File: config.mk
export PLATFORM = sky130hd
export DESIGN_NAME = wav_header_parser_top
export DESIGN_NICKNAME = d
export VERILOG_FILES = /design/src/rtl/wavhp_pkg.sv /design/src/rtl/wavhp_div.sv /design/src/rtl/wav_header_parser_top.sv
export SDC_FILE = /design/constraint.sdc
export NUM_CORES = 1
export LEC_CHECK = 0
export ABC_CLOCK_PERIOD_IN_PS = 13350
export BUFFER_PORTS_ARGS = -buffer_cell sky130_fd_sc_hd__clkbuf_2
export CAP_MARGIN = 25
export CORE_ASPECT_RATIO = 0.6
export CORE_UTILIZATION = 24
export CTS_CLUSTER_SIZE = 8
export DETAILED_ROUTE_END_ITERATION = 16
export HOLD_SLACK_MARGIN = 0.15
export PLACE_DENSITY = 0.51
export SETUP_SLACK_MARGIN = 0.1
export SLEW_MARGIN = 20
export SYNTH_ARGS = -nofsm -noshare
export SYNTH_HDL_FRONTEND = slang
export SYNTH_HIERARCHICAL = 1
export SYNTH_SLANG_ARGS = --single-unit
File: constraint.sdc
create_clock -name i_clk -period 13.35 [get_ports i_clk]
set_clock_uncertainty 0.05 [all_clocks]
set_input_delay 2.67 -clock i_clk [delete_from_list [all_inputs] [get_ports i_clk]]
set_output_delay 2.67 -clock i_clk [all_outputs]
set_load 0.05 [all_outputs]
File: src/rtl/wavhp_pkg.sv
// Package for the WAV header parser: transaction structs, status codes,
// header byte offsets, tag words and the divider control structs.
// No dependencies.
`default_nettype none

package wavhp_pkg;

    typedef struct packed {
        logic [7:0] header_byte;
        logic       start_req;
    } t_in_item;

    typedef struct packed {
        logic [3:0]  status;
        logic [15:0] channels;
        logic [31:0] sample_rate;
        logic [31:0] avg_bytes_sec;
        logic [15:0] block_align;
        logic [15:0] sample_bits;
        logic [31:0] riff_size;
        logic [31:0] data_size;
        logic [31:0] total_samples;
    } t_out_item;

    // Status codes
    localparam logic [3:0] ST_OK         = 4'd0;
    localparam logic [3:0] ST_RIFF       = 4'd1;
    localparam logic [3:0] ST_WAVE       = 4'd2;
    localparam logic [3:0] ST_FMT_ID     = 4'd3;
    localparam logic [3:0] ST_FMT_SIZE   = 4'd4;
    localparam logic [3:0] ST_NOT_PCM    = 4'd5;
    localparam logic [3:0] ST_CHANNELS   = 4'd6;
    localparam logic [3:0] ST_ALIGN      = 4'd7;
    localparam logic [3:0] ST_DATA_ID    = 4'd8;
    localparam logic [3:0] ST_ZERO_ALIGN = 4'd9;

    // Offset of the last byte of each header field
    localparam logic [5:0] IDX_RIFF_TAG   = 6'd3;
    localparam logic [5:0] IDX_RIFF_SIZE  = 6'd7;
    localparam logic [5:0] IDX_WAVE_TAG   = 6'd11;
    localparam logic [5:0] IDX_FMT_TAG    = 6'd15;
    localparam logic [5:0] IDX_FMT_SIZE   = 6'd19;
    localparam logic [5:0] IDX_AUDIO_FMT  = 6'd21;
    localparam logic [5:0] IDX_CHANNELS   = 6'd23;
    localparam logic [5:0] IDX_RATE       = 6'd27;
    localparam logic [5:0] IDX_AVG_RATE   = 6'd31;
    localparam logic [5:0] IDX_ALIGN      = 6'd33;
    localparam logic [5:0] IDX_BITS       = 6'd35;
    localparam logic [5:0] IDX_DATA_TAG   = 6'd39;
    localparam logic [5:0] IDX_DATA_SIZE  = 6'd43;

    // Little-endian tag words
    localparam logic [31:0] TAG_RIFF = 32'h4646_4952;
    localparam logic [31:0] TAG_WAVE = 32'h4556_4157;
    localparam logic [31:0] TAG_FMT  = 32'h2074_6d66;
    localparam logic [31:0] TAG_DATA = 32'h6174_6164;

    localparam logic [31:0] FMT_CHUNK_SIZE = 32'd16;
    localparam logic [15:0] FMT_PCM        = 16'd1;
    localparam logic [15:0] CH_MONO        = 16'd1;
    localparam logic [15:0] CH_STEREO      = 16'd2;

    // Divider: 32-bit dividend, 16-bit divisor, one quotient bit per cycle
    localparam int DIV_STEPS = 32;
    localparam int DIV_CNT_W = 5;

    typedef struct packed {
        logic        start;
        logic [31:0] dividend;
        logic [15:0] divisor;
    } t_div_req;

    typedef struct packed {
        logic        busy;
        logic [31:0] quotient;
    } t_div_rsp;

endpackage

`default_nettype wire

File: src/rtl/wavhp_div.sv
// Restoring divider for the WAV header parser: 32-bit by 16-bit unsigned,
// one quotient bit per cycle. Depends on wavhp_pkg.
`default_nettype none

module wavhp_div (
    input  wire logic                i_clk,
    input  wire logic                i_rst_n,
    input  wire wavhp_pkg::t_div_req i_req,
    output wavhp_pkg::t_div_rsp      o_rsp
);

    logic                            r_busy;
    logic [wavhp_pkg::DIV_CNT_W-1:0] r_count;
    logic [31:0]                     r_quo;
    logic [15:0]                     r_rem;
    logic [15:0]                     r_divisor;

    logic [16:0] rem_shift;
    logic [17:0] diff;

    // One restoring step: shift in the next dividend bit, try a subtract
    always_comb begin
        rem_shift = {r_rem, r_quo[31]};
        diff      = {1'b0, rem_shift} - {2'b00, r_divisor};
    end

    always_ff @(posedge i_clk) begin
        if (!i_rst_n) begin
            r_busy  <= 1'b0;
            r_count <= '0;
        end else if (i_req.start) begin
            r_busy    <= 1'b1;
            r_count   <= '0;
            r_quo     <= i_req.dividend;
            r_rem     <= '0;
            r_divisor <= i_req.divisor;
        end else if (r_busy) begin
            if (!diff[17]) begin
                r_rem <= diff[15:0];
                r_quo <= {r_quo[30:0], 1'b1};
            end else begin
                r_rem <= rem_shift[15:0];
                r_quo <= {r_quo[30:0], 1'b0};
            end
            r_count <= r_count + wavhp_pkg::DIV_CNT_W'(1);
            if (r_count == wavhp_pkg::DIV_CNT_W'(wavhp_pkg::DIV_STEPS - 1)) begin
                r_busy <= 1'b0;
            end
        end
    end

    assign o_rsp.busy     = r_busy;
    assign o_rsp.quotient = r_quo;

endmodule

`default_nettype wire

File: src/rtl/wav_header_parser_top.sv
// Top level of the WAV header parser: byte sequencer, field registers,
// header checks and result register. Depends on wavhp_pkg and wavhp_div.
//
//   Channel  Direction  Handshake          Payload
//   -------  ---------  -----------------  --------------------------
//   input    in         i_valid / o_stall  i_data (t_in_item), 1 byte
//   result   out        o_valid / i_stall  o_data (t_out_item)
//
// Header bytes are accepted back to back unless the input is stalled. After
// byte 44 of a good header the divider finds the sample count one quotient
// bit at a time; the result is then loaded once the output slot is free.
// Synchronous active-low reset leaves the parser waiting for a start byte.
// Input is stalled while the divider runs and while a waiting result
// cannot drain in the same cycle.
`default_nettype none

module wav_header_parser_top (
    input  wire logic                i_clk,
    input  wire logic                i_rst_n,
    input  wire logic                i_valid,
    output logic                     o_stall,
    input  wire wavhp_pkg::t_in_item i_data,
    output logic                     o_valid,
    input  wire logic                i_stall,
    output wavhp_pkg::t_out_item     o_data
);

    // Sequencer and header field registers
    logic        r_finished;
    logic        r_dividing;
    logic [5:0]  r_byte_index;
    logic [31:0] r_word;
    logic [15:0] r_channels;
    logic [31:0] r_rate;
    logic [31:0] r_avg_rate;
    logic [15:0] r_align;
    logic [15:0] r_bits;
    logic [31:0] r_riff_size;
    logic [31:0] r_data_size;

    logic        n_finished;
    logic [5:0]  n_byte_index;
    logic [31:0] n_word;
    logic [15:0] n_channels;
    logic [31:0] n_rate;
    logic [31:0] n_avg_rate;
    logic [15:0] n_align;
    logic [15:0] n_bits;
    logic [31:0] n_riff_size;
    logic [31:0] n_data_size;
    logic        n_emit;
    logic [3:0]  n_status;
    logic        n_div_go;

    // Result register
    logic                 r_out_valid;
    wavhp_pkg::t_out_item r_out;

    wavhp_pkg::t_div_req div_req;
    wavhp_pkg::t_div_rsp div_rsp;

    logic        in_accept;
    logic        out_free;
    logic        div_take;
    logic [5:0]  idx;
    logic [15:0] half;
    logic [16:0] frame_bits;

    // Output slot is free now or drains at this edge
    assign out_free  = !r_out_valid || !i_stall;
    assign o_stall   = r_dividing || !out_free;
    assign in_accept = i_valid && !o_stall;
    assign div_take  = r_dividing && !div_rsp.busy && out_free;

    always_comb begin
        n_finished   = r_finished;
        n_byte_index = r_byte_index;
        n_word       = r_word;
        n_channels   = r_channels;
        n_rate       = r_rate;
        n_avg_rate   = r_avg_rate;
        n_align      = r_align;
        n_bits       = r_bits;
        n_riff_size  = r_riff_size;
        n_data_size  = r_data_size;
        n_emit       = 1'b0;
        n_status     = wavhp_pkg::ST_OK;
        n_div_go     = 1'b0;
        idx          = '0;
        half         = '0;
        frame_bits   = '0;

        if (in_accept) begin
            // A start byte drops any header in progress and begins a new one
            if (i_data.start_req) begin
                n_finished   = 1'b0;
                n_byte_index = '0;
                n_word       = '0;
                n_channels   = '0;
                n_rate       = '0;
                n_avg_rate   = '0;
                n_align      = '0;
                n_bits       = '0;
                n_riff_size  = '0;
                n_data_size  = '0;
            end

            if (!n_finished) begin
                n_word       = {i_data.header_byte, n_word[31:8]};
                half         = n_word[31:16];
                idx          = n_byte_index;
                n_byte_index = idx + 6'd1;

                unique case (idx)
                    wavhp_pkg::IDX_RIFF_TAG: begin
                        if (n_word != wavhp_pkg::TAG_RIFF) begin
                            n_emit   = 1'b1;
                            n_status = wavhp_pkg::ST_RIFF;
                        end
                    end
                    wavhp_pkg::IDX_RIFF_SIZE: begin
                        n_riff_size = n_word;
                    end
                    wavhp_pkg::IDX_WAVE_TAG: begin
                        if (n_word != wavhp_pkg::TAG_WAVE) begin
                            n_emit   = 1'b1;
                            n_status = wavhp_pkg::ST_WAVE;
                        end
                    end
                    wavhp_pkg::IDX_FMT_TAG: begin
                        if (n_word != wavhp_pkg::TAG_FMT) begin
                            n_emit   = 1'b1;
                            n_status = wavhp_pkg::ST_FMT_ID;
                        end
                    end
                    wavhp_pkg::IDX_FMT_SIZE: begin
                        if (n_word != wavhp_pkg::FMT_CHUNK_SIZE) begin
                            n_emit   = 1'b1;
                            n_status = wavhp_pkg::ST_FMT_SIZE;
                        end
                    end
                    wavhp_pkg::IDX_AUDIO_FMT: begin
                        if (half != wavhp_pkg::FMT_PCM) begin
                            n_emit   = 1'b1;
                            n_status = wavhp_pkg::ST_NOT_PCM;
                        end
                    end
                    wavhp_pkg::IDX_CHANNELS: begin
                        n_channels = half;
                        if (half != wavhp_pkg::CH_MONO && half != wavhp_pkg::CH_STEREO) begin
                            n_emit   = 1'b1;
                            n_status = wavhp_pkg::ST_CHANNELS;
                        end
                    end
                    wavhp_pkg::IDX_RATE: begin
                        n_rate = n_word;
                    end
                    wavhp_pkg::IDX_AVG_RATE: begin
                        n_avg_rate = n_word;
                    end
                    wavhp_pkg::IDX_ALIGN: begin
                        n_align = half;
                    end
                    wavhp_pkg::IDX_BITS: begin
                        n_bits = half;
                        // Channels is already known to be one or two here
                        frame_bits = (n_channels == wavhp_pkg::CH_STEREO) ?
                                     {half, 1'b0} : {1'b0, half};
                        if (n_align != {2'b00, frame_bits[16:3]}) begin
                            n_emit   = 1'b1;
                            n_status = wavhp_pkg::ST_ALIGN;
                        end
                    end
                    wavhp_pkg::IDX_DATA_TAG: begin
                        if (n_word != wavhp_pkg::TAG_DATA) begin
                            n_emit   = 1'b1;
                            n_status = wavhp_pkg::ST_DATA_ID;
                        end
                    end
                    wavhp_pkg::IDX_DATA_SIZE: begin
                        n_data_size = n_word;
                        n_finished  = 1'b1;
                        if (n_align == '0) begin
                            n_emit   = 1'b1;
                            n_status = wavhp_pkg::ST_ZERO_ALIGN;
                        end else begin
                            n_div_go = 1'b1;
                        end
                    end
                    default: begin
                    end
                endcase

                if (n_emit) begin
                    n_finished = 1'b1;
                end
            end
        end
    end

    assign div_req.start    = n_div_go;
    assign div_req.dividend = n_data_size;
    assign div_req.divisor  = n_align;

    wavhp_div u_div (
        .i_clk   (i_clk),
        .i_rst_n (i_rst_n),
        .i_req   (div_req),
        .o_rsp   (div_rsp)
    );

    always_ff @(posedge i_clk) begin
        if (!i_rst_n) begin
            r_finished   <= 1'b1;
            r_dividing   <= 1'b0;
            r_byte_index <= '0;
            r_out_valid  <= 1'b0;
        end else begin
            r_finished   <= n_finished;
            r_byte_index <= n_byte_index;

            // Load a new result, else drop the old one once taken
            if (n_emit || div_take) begin
                r_out_valid <= 1'b1;
            end else if (r_out_valid && !i_stall) begin
                r_out_valid <= 1'b0;
            end
            if (n_div_go) begin
                r_dividing <= 1'b1;
            end else if (div_take) begin
                r_dividing <= 1'b0;
            end
        end
    end

    // Field and result payload: no reset needed
    always_ff @(posedge i_clk) begin
        r_word      <= n_word;
        r_channels  <= n_channels;
        r_rate      <= n_rate;
        r_avg_rate  <= n_avg_rate;
        r_align     <= n_align;
        r_bits      <= n_bits;
        r_riff_size <= n_riff_size;
        r_data_size <= n_data_size;

        if (n_emit) begin
            r_out.status        <= n_status;
            r_out.channels      <= n_channels;
            r_out.sample_rate   <= n_rate;
            r_out.avg_bytes_sec <= n_avg_rate;
            r_out.block_align   <= n_align;
            r_out.sample_bits   <= n_bits;
            r_out.riff_size     <= n_riff_size;
            r_out.data_size     <= n_data_size;
            r_out.total_samples <= '0;
        end else if (div_take) begin
            r_out.status        <= wavhp_pkg::ST_OK;
            r_out.channels      <= r_channels;
            r_out.sample_rate   <= r_rate;
            r_out.avg_bytes_sec <= r_avg_rate;
            r_out.block_align   <= r_align;
            r_out.sample_bits   <= r_bits;
            r_out.riff_size     <= r_riff_size;
            r_out.data_size     <= r_data_size;
            r_out.total_samples <= div_rsp.quotient;
        end
    end

    assign o_valid = r_out_valid;
    assign o_data  = r_out;

endmodule

`default_nettype wire

# After elaboration in Yosys (flattened, before gate mapping)
# Cells that the tools add are included.
# classes
n_eq_ne	23
reduce_logical	21
mux	86
n_addsub	3
bitwise	1
# ops
op	n
32-bit 2-to-1 mux	21
212-bit 2-to-1 mux	2
16-bit 2-to-1 mux	16
32-bit by 31-bit inequality test with 1-bit output, second input constant	3
4-bit one-hot mux with 9 select lines	1
32-bit by 30-bit inequality test with 1-bit output, second input constant	1
32-bit by 5-bit inequality test with 1-bit output, second input constant	1
1-bit 2-to-1 mux	31
6-bit by 5-bit == test with 1-bit output, second input constant	5
6-bit == test, second input constant	4
6-bit 2-to-1 mux	3
17-bit by 16-bit subtractor with 18-bit output	1
17-bit 2-to-1 mux	1
16-bit by 2-bit == test with 1-bit output, second input constant	1
16-bit zero test	1
4-bit 2-to-1 mux	4
16-bit by 1-bit inequality test with 1-bit output, second input constant	1
16-bit by 14-bit inequality test with 1-bit output	1
16-bit by 2-bit inequality test with 1-bit output, second input constant	1
6-bit by 4-bit == test with 1-bit output, second input constant	2
3-bit 2-to-1 mux	4
1-bit one-hot mux with 9 select lines	1
2-bit nonzero test	4
6-bit by 1-bit adder with 6-bit output, second input constant	1
11 further kinds	23
# totals
in_bits	13
elab_cells	160
regBits	491

# Logic depth before layout (Yosys ltp)
# logic_depth
ltp_word	18
ltp_mapped	17

# Cells and area by module
# Netlist, hierarchy kept.
# modules_own_cells
mod	instances	area_per_inst_um2	seq_area_each_um2	cells_each
wav_header_parser_top	1	18022.3	10470.0	1668
wavhp_div	1	3621.0	2042.0	292

# Least setup slack after synthesis
# Ideal clock, no wire load.
# synth_timing
path_type	input port to flip-flop
startpoint	in i_data[0] in the netlist's numbering
endpoint	reg r_out (netlist bit o_data[100]) (enable)
t_arrival_ps	8078
slack_ps	3755
cell_stages	14
n_path_buf	5
setup_time_ps	1468
path_cell_list	buf_6 -> buf_2 -> buf_2 -> buf_1 -> clkbuf_1 -> nor2b_1 -> ha_1 -> nand3b_1 -> or3_1 -> or2_2 -> o211ai_1 -> o41a_1 -> a21oi_1 -> nand2_1
# synth_via
elab_chain_len	12
word_cells_on_any_way	46
# synth_lines
item	line_no	source
start, declared	wav_header_parser_top.sv:22	input wire wavhp_pkg::t_in_item i_data,
16-bit 2-to-1 mux	wav_header_parser_top.sv:95	if (i_data.start_req) begin
16-bit 2-to-1 mux	wav_header_parser_top.sv:93	if (in_accept) begin
16-bit by 2-bit == test with 1-bit output	wav_header_parser_top.sv:167	frame_bits = (n_channels == wavhp_pkg::CH_STEREO) ?
17-bit 2-to-1 mux	wav_header_parser_top.sv:167	
16-bit by 14-bit inequality test with 1-bit output	wav_header_parser_top.sv:169	if (n_align != {2'b00, frame_bits[16:3]}) begin
1-bit 2-to-1 mux	wav_header_parser_top.sv:169	
1-bit one-hot mux with 9 select lines	wav_header_parser_top.sv:114	unique case (idx)
1-bit 2-to-1 mux	wav_header_parser_top.sv:108	if (!n_finished) begin
1-bit 2-to-1 mux	wav_header_parser_top.sv:93	
1-bit 2-to-1 mux *	wav_header_parser_top.sv:108	
1-bit 2-to-1 mux *	wav_header_parser_top.sv:93	
2-bit nonzero test (no line) *	-	
end, declared	wav_header_parser_top.sv:57	wavhp_pkg::t_out_item r_out;
# Every way passes the cells marked *; elsewhere a longest branch is shown, timed or not. The select of a mux whose other input is x is not followed.
# A chain may end at the register's enable or synchronous reset.

# Worst setup path in the final report
# layout_timing
startpoint	in i_data[0] in the netlist's numbering
endpoint	reg r_out (netlist bit o_data[148]), data pin
# layout_via
elab_chain_len	12
word_cells_on_any_way	51
# layout_lines
item	line_no	source
16-bit 2-to-1 mux	wav_header_parser_top.sv:95	
16-bit 2-to-1 mux	wav_header_parser_top.sv:93	
16-bit by 2-bit == test with 1-bit output	wav_header_parser_top.sv:167	
17-bit 2-to-1 mux	wav_header_parser_top.sv:167	
16-bit by 14-bit inequality test with 1-bit output	wav_header_parser_top.sv:169	
1-bit 2-to-1 mux	wav_header_parser_top.sv:169	
1-bit one-hot mux with 9 select lines	wav_header_parser_top.sv:114	
1-bit 2-to-1 mux	wav_header_parser_top.sv:108	
1-bit 2-to-1 mux	wav_header_parser_top.sv:93	
1-bit 2-to-1 mux	wav_header_parser_top.sv:108	
1-bit 2-to-1 mux	wav_header_parser_top.sv:93	
212-bit 2-to-1 mux *	wav_header_parser_top.sv:247	if (n_emit) begin
# Marked as above.

==> summary.txt <==
Outcome
  – Outcome: finished clean

Timing
  – Final setup fails: 0
  – Count of pins over their slew limit: 0
  – Maximum achievable frequency: 129 MHz
  – Unrepaired setup endpoints after global routing: no
  – Least-Margin Pin Slew: 1.06 ns
  – Final hold viol count: 0
  – Worst slew slack as a fraction of its limit: 0.291
  – Post-route minimum period: 7.77 ns
  – Fin crit share: 0.582
  – Post-route setup TNS: 0 ns
  – Worst slack on hold paths: 0.430 ns

Floorplanning
  – Effective utilization at floorplan: 0.245
  – Number of placement rows: 84
  – Height of the chip: 235 um
  – Number of top-level pins: 227
  – Die Width: 390 um
  – Die footprint: 0.0914 mm2
  – Core Region: 0.0884 mm2

Clocking
  – Root Driver: sky130_fd_sc_hd__clkbuf_16
  – Worst-Skew Late Latency: 0.61 ns
  – Post-CTS Repair Setup Buffers: 0
  – Total clock sinks: 491
  – Buffer depth of the longest clock path: 3
  – CTS Hold Buffers Added: 0
  – Depth of the CTS H-tree: 3
  – Resized cells post-CTS: 0
  – Number of buffers created by CTS: 71
  – Clock-pin slew of the registers on the worst-case setup and hold paths: 0.05 ns
  – Clock tree from TritonCTS: built

GRT
  – Number of antenna violations at the first check in global routing: 2
  – Overall global routing resource usage: 0.159
  – Maximum number of pins on one net before global-route repair: 92
  – First-pass GRT wire length: 108000 um
  – Number of global-route vias before repair: 15500
  – Overflow left after global routing: 0

Final layout
  – Most common cell after layout, fill and taps aside: sky130_fd_sc_hd__nand2_1
  – Area of the multi-input gates: 0.00826 mm2
  – Filler cell count in the final layout: 9086
  – Number of antenna diodes: 0
  – Share of post-route cells with drive strength above 1: 0.183
  – Area delta synth->final: 19.4%
  – Area used by sequential logic in the layout: 0.0125 mm2
  – Net count of the finished layout: 2147
  – Commonest cells after routing, fill and taps aside: 289 x sky130_fd_sc_hd__nand2_1, 268 x sky130_fd_sc_hd__edfxtp_1, 225 x sky130_fd_sc_hd__clkbuf_2

Placed design
  – Count of port buffers added during placement: 226
  – Final estimated routing congestion in global placement: 0.874
  – Post-detail-place hpwl: 48900 um

Synth
  – Top_reg_cell synth: sky130_fd_sc_hd__edfxtp_1
  – Largest area contributor in the synthesized netlist: sky130_fd_sc_hd__edfxtp_1
  – Sequential fraction of the synthesis area: 0.578
  – Post-synthesis net count: 1994
  – Post-synthesis async set-or-reset flop share: 0
  – Count of different cell masters after synthesis: 87
  – Synth top area share: 0.372
  – Number of enable flip-flop cells after synthesis: 268
  – Number of synthesized register bits: 491
  – Gate count of the mapped netlist: 1960
  – Warnings, synthesis: 6
  – Synth Area per Inst: 11.0 um2
  – Synthesized area: 0.0216 mm2
  – Ranking of synthesized cells by area: sky130_fd_sc_hd__edfxtp_1 37%, sky130_fd_sc_hd__dfxtp_1 21%, sky130_fd_sc_hd__a22o_1 7.8%, sky130_fd_sc_hd__nand2_1 5.1%, sky130_fd_sc_hd__o21ai_0 3.6%

Min path
  – Hold_sp: r_avg_rate[22]$_DFF_P_
  – Class of the most critical hold timing path: reg2reg
  – Hold-critical path endpoint: r_avg_rate[22]$_DFF_P_
  – Cell count of the worst hold path: 2

Power
  – Part of the power in the clock network: 0.497
  – Power dissipated by switching net loads: 0.000785 W
  – LEAKAGE: 9.53 nW
  – Seq pwr share: 0.472
  – Cell internal power dissipation: 0.00265 W
  – Highest ir drop seen on vdd: 0.0678 mV
  – Power share of the combinational group: 0.031
  – Power per standard cell area: 133 mW/mm2
  – Switching Share: 0.229

Critical path
  – Crit Path Max Fanout: 78
  – Most frequent CP cell: sky130_fd_sc_hd__buf_4
  – Sort of element at the end of the critical path: flip-flop
  – Number of cell instances on the worst register-to-register path: 11
  – Critical path depth in cells: 14
  – Critical Path Source Type: input pin
  – Critical path class: in2reg
  – Reg-to-reg critical path startpoint: r_byte_index[0]$_SDFFE_PN0P_
  – Destination of the worst register-to-register timing path: o_data[148]$_DFFE_PP_
  – Slowest-stage cell, CP: sky130_fd_sc_hd__buf_4
  – Stage delay of the slowest cell on the critical path: 0.89 ns
  – Worst path arrival time: 8.18 ns
  – Cell family with most CP delay: buffers and inverters
  – CP bufs+invs: 5
  – Data required time at the worst endpoint: 13.76 ns
  – Critical path cell sequence: buf_4 > inv_1 > nand2_1 > inv_1 > ha_1 > nand3b_1 > or3_1 > or2_2 > o211ai_1 > o41a_1 > a21o_4 > buf_4 > buf_4 > a22o_1
  – Worst reg2reg setup slack: 7.90 ns

Detailed routing
  – Antenna Violating Nets Remaining: 0
  – Iteration-0 DRC Markers: 1773
  – Routed length per instance: 22.3 um
  – Aggregate routed wire length: 75300 um
  – Via density: 4.93
  – Number of search-and-repair iterations in the first detailed-routing pass: 6
  – Detailed-route via count: 16600
  – DRC violation count after routing: 0

Flow run
  – Number of maximum-capacitance violations: 0
[through the flow]
stage,setup slack (ns),power (W),cells,cell area [um2],utilization
final,5.58,0.00343,3371,25800,0.292
after global routing,5.34,0.00354,3371,25800,0.292
after detailed placement,5.10,0.00176,3243,23800,0.269
after global placement,4.90,0.00175,3239,23700,0.268
after CTS,5.74,0.00347,3370,25800,0.292
after floorplan,3.75,0.00170,1960,21600,-
[worst min-delay path, delay by kind of cell (launching register included)]
kind,cells,cell delay (ns)
DFF,1,0.30
and+or+nand+nor,2,0.12
[state kept, by name, summed over array words and instances, names as in the netlist]
name,count
r_align,16
o_data,212
r_bits,16
u_div/r_rem,16
r_riff_size,32
r_finished,1
r_channels,16
r_byte_index,6
r_avg_rate,32
r_dividing,1
u_div/r_busy,1
r_rate,32
r_data_size,32
r_word,24
u_div/r_quo,32
u_div/r_count,5
o_valid,1
u_div/r_divisor,16
[metal layers]
metal  GRT usage  share of wire  up-vias
li1            -              -     7558
met3      0.0397          0.079       95
met5           0        0.00011        -
met1       0.251           0.51     8275
met4      0.0350          0.016        2
met2       0.210           0.39      674
[cell families after synthesis]
group	Yosys count	share of synthesized area
simple gates	617	0.143
compound gates	506	0.167
flops	491	0.578
buf+inv	203	0.0432
mux	93	0.0449
xor+xnor	29	0.0117
fa+ha+maj	21	0.0125
[Yosys cell counts (4+ instances only)]
master	number
sky130_fd_sc_hd__nand2_1	293
sky130_fd_sc_hd__edfxtp_1	268
sky130_fd_sc_hd__dfxtp_1	223
sky130_fd_sc_hd__a22o_1	192
sky130_fd_sc_hd__o21ai_0	154
sky130_fd_sc_hd__nor2_1	124
sky130_fd_sc_hd__clkbuf_1	118
sky130_fd_sc_hd__mux2i_1	60
sky130_fd_sc_hd__a22oi_1	49
sky130_fd_sc_hd__nand3_1	32
sky130_fd_sc_hd__a21oi_1	31
sky130_fd_sc_hd__inv_1	31
sky130_fd_sc_hd__mux2_1	31
sky130_fd_sc_hd__buf_2	23
sky130_fd_sc_hd__nor4_1	22
sky130_fd_sc_hd__ha_1	20
sky130_fd_sc_hd__nor3_2	20
sky130_fd_sc_hd__xnor2_1	19
sky130_fd_sc_hd__nor3_1	16
sky130_fd_sc_hd__buf_6	15
sky130_fd_sc_hd__nand4_1	13
sky130_fd_sc_hd__nor2b_1	11
sky130_fd_sc_hd__nor3_4	10
sky130_fd_sc_hd__xor2_1	10
sky130_fd_sc_hd__buf_1	9
sky130_fd_sc_hd__nand2b_1	9
sky130_fd_sc_hd__a211oi_1	8
sky130_fd_sc_hd__or3_1	8
sky130_fd_sc_hd__nand3b_1	7
sky130_fd_sc_hd__o211ai_1	7
sky130_fd_sc_hd__a31oi_1	6
sky130_fd_sc_hd__o21ai_1	6
sky130_fd_sc_hd__a21o_1	5
sky130_fd_sc_hd__nor4b_1	5
sky130_fd_sc_hd__nor4bb_1	5
sky130_fd_sc_hd__o21a_1	5
sky130_fd_sc_hd__or2_2	5
sky130_fd_sc_hd__and2_1	4
sky130_fd_sc_hd__and3_1	4
sky130_fd_sc_hd__and3b_1	4
sky130_fd_sc_hd__nor4_2	4
sky130_fd_sc_hd__o22ai_1	4
sky130_fd_sc_hd__o31ai_1	4
[final cells by class]
type,count,area share
Clock inverter,4,0.00150
Clock buffer,123,0.0788
Timing Repair Buffer,250,0.0528
Inverter,33,0.00479
Multi-Input combinational cell,1266,0.320
Sequential cell,491,0.484
Tap cell,1204,0.0583
[power by group through the flow]
stage          Combinational [W]  Sequential [W]  Clock, W
6_report                0.000106         0.00162   0.00171
5_1_grt                 0.000113         0.00162   0.00181
4_1_cts                 0.000105         0.00162   0.00175
3_5_place_dp            0.000105         0.00165         0
3_3_place_gp            0.000103         0.00165         0
2_1_floorplan          0.0000666         0.00163         0
[worst max-delay path by stage]
stage                   start               endpoint  slack, ns
detailed placement  i_data[0]  o_data[148]$_DFFE_PP_       5.10
global placement    i_data[0]  o_data[138]$_DFFE_PP_       4.90
CTS                 i_data[0]  o_data[148]$_DFFE_PP_       5.74
floorplan           i_data[0]  o_data[100]$_DFFE_PP_       3.75
global route        i_data[0]   o_data[86]$_DFFE_PP_       5.34
finish              i_data[0]  o_data[148]$_DFFE_PP_       5.58
(Power assumes the default switching activity.)
